## config.mk

```make
export PLATFORM = sky130hd
export DESIGN_NAME = trlt_front
export DESIGN_NICKNAME = d
export VERILOG_FILES = /design/src/hw/rtl/trlt_pkg.sv /design/src/hw/rtl/trlt_front.sv
export SDC_FILE = /design/constraint.sdc
export NUM_CORES = 1
export LEC_CHECK = 0
export ABC_CLOCK_PERIOD_IN_PS = 6100
export BUFFER_PORTS_ARGS = -buffer_cell sky130_fd_sc_hd__buf_2
export CORE_ASPECT_RATIO = 1.5
export CORE_MARGIN = 10
export CORE_UTILIZATION = 55
export CTS_BUF_LIST = sky130_fd_sc_hd__clkbuf_8
export CTS_CLUSTER_DIAMETER = 120
export DETAILED_ROUTE_END_ITERATION = 8
export GPL_TIMING_DRIVEN = 0
export HOLD_SLACK_MARGIN = 0.1
export PLACE_DENSITY = 0.83
export RECOVER_POWER = 50
export SLEW_MARGIN = 25
export SYNTH_ARGS = -nofsm -noshare
export SYNTH_HDL_FRONTEND = slang
export SYNTH_SLANG_ARGS = --single-unit
export TNS_END_PERCENT = 100
```

## constraint.sdc

```tcl
create_clock -name clk -period 6.1 [get_ports clk]
set_input_delay 1.22 -clock clk [delete_from_list [all_inputs] [get_ports clk]]
set_output_delay 1.22 -clock clk [all_outputs]
set_load 0.005 [all_outputs]
```

## src/hw/rtl/trlt_pkg.sv

```systemverilog
// trlt_pkg: shared types, codes and defaults of the typed refcount lock table
// no dependencies
package trlt_pkg;

  localparam int TableEntriesDefault = 64;
  localparam int KeyBitsDefault      = 64;
  localparam logic [31:0] MaxAgeReset = 32'd3600;
  localparam int QueueDepth = 2;

  typedef enum logic [2:0] {
    ACT_INSERT  = 3'd0,
    ACT_RELEASE = 3'd1,
    ACT_LOOKUP  = 3'd2,
    ACT_REF     = 3'd3,
    ACT_TICK    = 3'd4,
    ACT_CLR_ALL = 3'd5,
    ACT_CLR_TYP = 3'd6,
    ACT_COUNT   = 3'd7
  } action_t;

  typedef enum logic [2:0] {
    ST_OK       = 3'd0,
    ST_OTHER    = 3'd1,
    ST_NOTFOUND = 3'd2,
    ST_MISMATCH = 3'd3,
    ST_FULL     = 3'd4
  } status_t;

  // classified command handed from front to back
  typedef struct packed {
    action_t     action;
    logic [63:0] key;
    logic        ltype;
    logic        add_ref;
    logic [15:0] elapsed;
    logic        keyed;   // insert, release, lookup or reference
    logic        all;     // count over every type
    logic        sweep;   // tick or clear: writes slots during the scan
  } cmd_t;

endpackage

```

## src/hw/rtl/trlt_front.sv

```systemverilog
// trlt_front: accepts commands, classifies them and queues them for the back end
// depends on trlt_pkg
module trlt_front #(
  parameter int KEY_BITS = trlt_pkg::KeyBitsDefault
) (
  input  logic               clk,
  input  logic               rst,
  input  logic               start,
  output logic               busy,
  input  logic [2:0]         action,
  input  logic [63:0]        object_key,
  input  logic               lock_type,
  input  logic               add_reference,
  input  logic [15:0]        elapsed_seconds,
  output logic               cmd_valid,
  output trlt_pkg::cmd_t     cmd,
  input  logic               cmd_take
);
  import trlt_pkg::*;

  localparam int PtrBits = $clog2(QueueDepth);

  cmd_t               queue [QueueDepth];
  logic [PtrBits-1:0] wr_ptr;
  logic [PtrBits-1:0] rd_ptr;
  logic [PtrBits:0]   fill;
  cmd_t               incoming;
  logic               push;
  logic               pop;

  // classify
  always_comb begin
    incoming.action  = action_t'(action);
    incoming.key     = object_key & ({64{1'b1}} >> (64 - KEY_BITS));
    incoming.ltype   = lock_type;
    incoming.add_ref = add_reference;
    incoming.elapsed = elapsed_seconds;
    incoming.keyed   = (action <= 3'(ACT_REF));
    incoming.all     = (action_t'(action) == ACT_CLR_ALL) || (action_t'(action) == ACT_COUNT);
    incoming.sweep   = (action_t'(action) == ACT_TICK) || (action_t'(action) == ACT_CLR_ALL) ||
                       (action_t'(action) == ACT_CLR_TYP);
  end

  assign busy      = (fill == (PtrBits+1)'(QueueDepth));
  assign push      = start && !busy;
  assign pop       = cmd_take && (fill != '0);
  assign cmd_valid = (fill != '0);
  assign cmd       = queue[rd_ptr];

  // queue storage
  always_ff @(posedge clk) begin
    if (push) begin
      queue[wr_ptr] <= incoming;
    end
  end

  // queue pointers
  always_ff @(posedge clk) begin
    if (rst) begin
      wr_ptr <= '0;
      rd_ptr <= '0;
      fill   <= '0;
    end else begin
      if (push) wr_ptr <= wr_ptr + 1'b1;
      if (pop)  rd_ptr <= rd_ptr + 1'b1;
      fill <= fill + (PtrBits+1)'(push) - (PtrBits+1)'(pop);
    end
  end

  ap_no_overflow: assert property (@(posedge clk) disable iff (rst)
    busy |-> !push) else $error("queue push while full");
  ap_no_underflow: assert property (@(posedge clk) disable iff (rst)
    (fill == '0) |-> !pop) else $error("queue pop while empty");
  ap_fill_step: assert property (@(posedge clk) disable iff (rst)
    (push && !pop) |=> (fill == $past(fill) + 1'b1)) else $error("fill count slip");

endmodule

```

Word level (Yosys, flattened, before mapping):

Memories as Yosys holds them, arrays and structs flattened. A register that Yosys moved wholly into a read port is not among the register bits.
Cells that the tools add are included.
Widths: inputs -> output; s select.

* logic and storage cells: 25
* ROM bits: 0
* input bits: 89
* bits in registers: 4
* bits in latches: 0
* memory bits (writable): 176
* output and inout bits: 90
* memories kept: 1

* shift operators: 0
* multipliers: 0
* reduce and logical (&&, ||, !) cells: 7
* bitwise gates (word level): 0
* equality and inequality tests: 5
* add/sub/neg operators: 4
* mux-type cells: 4
* div/mod/pow operators: 0
* order comparisons: 1

Memory list
* queue: depth 2, bits a word 88, read ports 1, clocked after Yosys merged registers in 1, write ports 1, line trlt_front.sv:23 `cmd_t queue [QueueDepth];`

Operators with widths (count)
* $eq 3x3->1 const B: 4
* $mux 1: 4
* $le 3x2->1 const B: 1
* $logic_or 1x1->1: 3
* $add 1x1->1 const B: 2
* $add 2x1->2: 1
* $eq 2x2->1 const B: 1
* $logic_and 1x1->1: 2
* $reduce_bool 2->1: 1
* $sub 2x1->2: 1
* $logic_not 1->1: 1

Logic depth before layout (Yosys ltp):

* depth in word-level cells: 5
* gate-level depth with buffers: 8
* gate-level depth less buffers: 8

Worst setup path after synthesis:

Ideal clock, no wire load.

* path type: input port to flip-flop
* start: in start
* end: mem queue[1][0] (netlist bit) (enable)
* buffers on the path: 0
* required time: 5.643 ns
* data arrival time: 3.315 ns
* stages on the path: 1
* path slack: 2.328 ns
* path through: and3_1

* word-level cells in the longest chain between the ends: 3

Ends and longest elaborated chain
* start: declaration: line trlt_front.sv:8 `input logic start,`
* $logic_and 1x1->1: line trlt_front.sv:45 `assign push = start && !busy;`
* $mux 1: line trlt_front.sv:52 `if (push) begin`
* $mux 1 (implied by the code): line trlt_front.sv:53 `queue[wr_ptr] <= incoming;`
* end: declaration: line trlt_front.sv:23

Every way passes these cells.

Worst setup path after layout:

* start: in start
* end: mem queue[0][22] (netlist bit) (enable)

The elaborated chain is that of the path after synthesis.

==> Flow_metrics.wiki <==
{| class="wikitable"
! Metric !! Value
|-
| Layout cells sized above 1 || 54.26%
|-
| CP Capture Type || flop
|-
| Total length of routed wires || between 10000 and 15000 um
|-
| Die height || between 150 and 200 um
|-
| Placement Cell Area || between 7000 and 8000 um^2
|-
| Synthesized cell area || 6676 um^2
|-
| Critical-path cell list || clkbuf_1, inv_1, or3_1, clkinvlp_2, buf_16
|-
| Status || finished with violations
|-
| Global-route wire length before repair || between 15000 and 20000 um
|-
| Mapped Avg Cell Area || 21.96 um^2
|-
| Peak supply drop || 0.0003202 V
|-
| Area enclosed by the die boundary || around 17000 um^2
|-
| Number of hold buffers added after cts || 0
|-
| Clock tree from TritonCTS || done
|-
| Effective utilization at floorplan || a little under three fifths
|-
| Global route hottest layer || met2
|-
| Clock period minus final worst setup slack || approximately 3.5 ns
|-
| Vias per Instance || around 5.1
|-
| Crit path required time || around 6.2 ns
|-
| Pre-CTS worst setup slack || 3.295 ns
|-
| Kind of critical path || in2reg
|-
| Post-detailed-placement half-perimeter wirelength || ~10000 um
|-
| Top cells by area in the synthesized netlist || sky130_fd_sc_hd__edfxtp_1, sky130_fd_sc_hd__mux2_2, sky130_fd_sc_hd__mux2_4
|-
| Final routed wire length divided by cell count || approximately 20 um
|-
| First-iteration detailed-routing DRC count || 141
|-
| Fin crit share || 57.49%
|-
| Leak || just over 3 nW
|-
| Clock latency at the later pin of the worst-skew pair || about 0.42 ns
|-
| Deepest clock path buffer count || 2
|-
| Pin count of the biggest net entering global routing || between 50 and 60
|-
| RSZ-0062 raised after global routing || no
|-
| Global routing met2 resource utilization || 28.32%
|-
| Worst min path class || reg2reg
|-
| Synth warnings || 0
|-
| Cell type contributing the most total cell area after synthesis || sky130_fd_sc_hd__edfxtp_1
|-
| Commonest non-fill, non-tap cells in the layout || sky130_fd_sc_hd__edfxtp_1, sky130_fd_sc_hd__buf_2, sky130_fd_sc_hd__mux2_2
|-
| Number of H-tree levels || 4
|-
| Drt first pass iters || 4
|-
| # placed instances || ~640
|-
| Synth Register Bits || roughly 180
|-
| Most common cell after layout, fill and taps aside || sky130_fd_sc_hd__edfxtp_1
|-
| Share of synthesized area occupied by flip-flops and latches || 80.66%
|-
| Critical Path Fanout Max || 50
|-
| Global-route usage over all layers || 15.21%
|-
| Worst EP arrival || roughly 3.7 ns
|-
| R2r setup slk || a little under 3 ns
|-
| Last weighted congestion value of the routability-driven placer || ~0.73
|-
| I/O pin count || 179
|-
| Setup_tns || 0 ns
|-
| Final net count || 594
|-
| Final Slew Violations || 78
|-
| DRC violations left || 0
|-
| Core utilization of the finished layout || about 68%
|-
| Worst Min Path Start || wr_ptr$_SDFFE_PP0P_
|-
| Startpoint of the lowest-slack register-to-register path || fill[0]$_SDFF_PP0_
|-
| Max incr delay on CP || between 1 and 1.5 ns
|-
| Achievable Freq || 0.2851 GHz
|-
| Synth Instances || between 300 and 400
|-
| Synth top area share || 79.16%
|-
| Power Total || ~3.2 mW
|-
| Minimum hold slack || 0.5111 ns
|-
| GRT met3 Usage || 4.839%
|-
| Vias in the first global route || approximately 3.7k
|-
| Endpoint with the worst hold slack || wr_ptr$_SDFFE_PP0P_
|-
| Clock Sink Count || 181
|-
| Violated checks || max-capacitance violations, max-slew violations
|-
| Setup clock skew after layout || 0.008177 ns
|-
| Count of non-filler cells in the finished layout || between 600 and 700
|-
| Fill cell instance count of the final layout || 832
|-
| Pwr Density || roughly 400 nW/um^2
|-
| Endpoint of the lowest-slack register-to-register path || queue[0][22]$_DFFE_PP_
|-
| Number of distinct standard cells referenced by the synthesized netlist || 22
|-
| GRT Residual Overflow || 0
|-
| Post-CTS setup repair buffer count || 0
|-
| Met1 Track Usage GR || ~15%
|-
| Number of rows in the core area || 49
|-
| Syn nets || 395
|-
| Max-cap violations || 2
|-
| Slowest stage cell on the critical path || sky130_fd_sc_hd__clkinvlp_2
|-
| ANT nets after route || 0
|-
| Synth-to-Final Area Change || 21.95%
|-
| Cell count of the worst reg-to-reg path || 5
|-
| Antenna violations before repair || 1
|-
| Clock transition time at the flip-flop clock pins of the worst setup and hold paths || 0.09 ns
|-
| Fin area || around 8100 um^2
|-
| Headroom to the max-slew limit || -31.76%
|-
| Total of cells resized after clock tree synthesis || 0
|-
| Final hold violations || 0
|-
| Num CTS Buffers || 17
|-
| Launching element type of the critical path || primary input
|-
| PortBufs || approximately 180
|-
| Die Wd || between 100 and 150 um
|-
| CTS Root Buffer Type || sky130_fd_sc_hd__clkbuf_8
|-
| Transition time of the tightest slew-check pin || approximately 2 ns
|-
| Final worst-path setup slack || 2.593 ns
|-
| Final setup violating endpoints || 0
|-
| Worst Hold Path Cells || 2
|-
| Detailed-route via count || 3398
|-
| Total core area || ~12000 um^2
|}
[logic make-up (layout without fill, tap and decap cells)]
kind of cell | after synthesis | count (layout) | synth area share (%)
AND/OR/NAND/NOR | 12 | 12 | 0.9933
AO/OA/AOI/OAI | 4 | 4 | 0.3373
buffers and inverters | 15 | 227 | 1.406
multiplexers | 88 | 88 | 15.97
other | 0 | 1 | 0
flip-flops | 181 | 181 | 80.66
adder cells (fa/ha/maj) | 2 | 2 | 0.3748
XOR/XNOR | 2 | 2 | 0.2624
[layer usage]
layer,vias up,part of all wire [%]
met3,17,6.8
met2,102,57
met1,1684,34
met5,-,0
met4,0,2.0
li1,1595,-
[flip-flops by register name (all words and copies together) (netlist names), named ones only]
| register | cells |
|---|---|
| fill | 2 |
| wr_ptr | 1 |
| queue | 176 |
| rd_ptr | 1 |
[cells in the mapped netlist]
cell and count:
sky130_fd_sc_hd__nor2_1 3, sky130_fd_sc_hd__or3_1 1, sky130_fd_sc_hd__a21oi_1 2, sky130_fd_sc_hd__or2_2 1
sky130_fd_sc_hd__edfxtp_1 176, sky130_fd_sc_hd__o21a_1 1, sky130_fd_sc_hd__and3_1 1, sky130_fd_sc_hd__nor3_1 1
sky130_fd_sc_hd__mux2_2 68, sky130_fd_sc_hd__o21ai_0 1, sky130_fd_sc_hd__nand2_1 1, sky130_fd_sc_hd__mux2_4 20
sky130_fd_sc_hd__nor2b_1 1, sky130_fd_sc_hd__ha_1 2, sky130_fd_sc_hd__inv_1 5, sky130_fd_sc_hd__and2_1 2
sky130_fd_sc_hd__buf_2 6, sky130_fd_sc_hd__buf_6 4, sky130_fd_sc_hd__nand2b_2 1, sky130_fd_sc_hd__xnor2_1 1
sky130_fd_sc_hd__dfxtp_1 5, sky130_fd_sc_hd__xor2_1 1
[how the worst max path moves through the flow]
stage,depth (start not counted),start,to,slack (ns)
3_5_place_dp,5,start,queue[0][15]$_DFFE_PP_,3.30
3_3_place_gp,2,start,queue[1][15]$_DFFE_PP_,1.31
4_1_cts,5,flop,cmd[47],3.12
5_1_grt,5,start,queue[0][31]$_DFFE_PP_,2.33
2_1_floorplan,1,start,queue[1][0]$_DFFE_PP_,2.33
6_report,5,start,queue[0][22]$_DFFE_PP_,2.59
[where the power goes]
group          total [mW]  internal (mW)  switching (mW)
Combinational       0.878          0.460           0.418
Clock               0.734          0.326           0.408
Sequential           1.63           1.59          0.0477
[final cells by class]
type | instances | area, um^2 | area share, %
Sequential cell | 181 | 5385 | 66.14
Multi-Input combinational cell | 108 | 1197 | 14.71
Timing Repair Buffer | 180 | 907.1 | 11.14
Clock buffer | 17 | 234.0 | 2.874
Tap cell | 153 | 191.4 | 2.351
Clock inverter | 15 | 128.9 | 1.583
Buffer | 10 | 75.07 | 0.9221
Inverter | 5 | 20.02 | 0.2459
Antenna cell | 1 | 2.502 | 0.03074
[critical path: cells and delay by family]
family	cells	cell delay [ns]
buffers and inverters	4	2.27
and+or+nand+nor	1	0.13
Power figures use the tool's default switching activity.
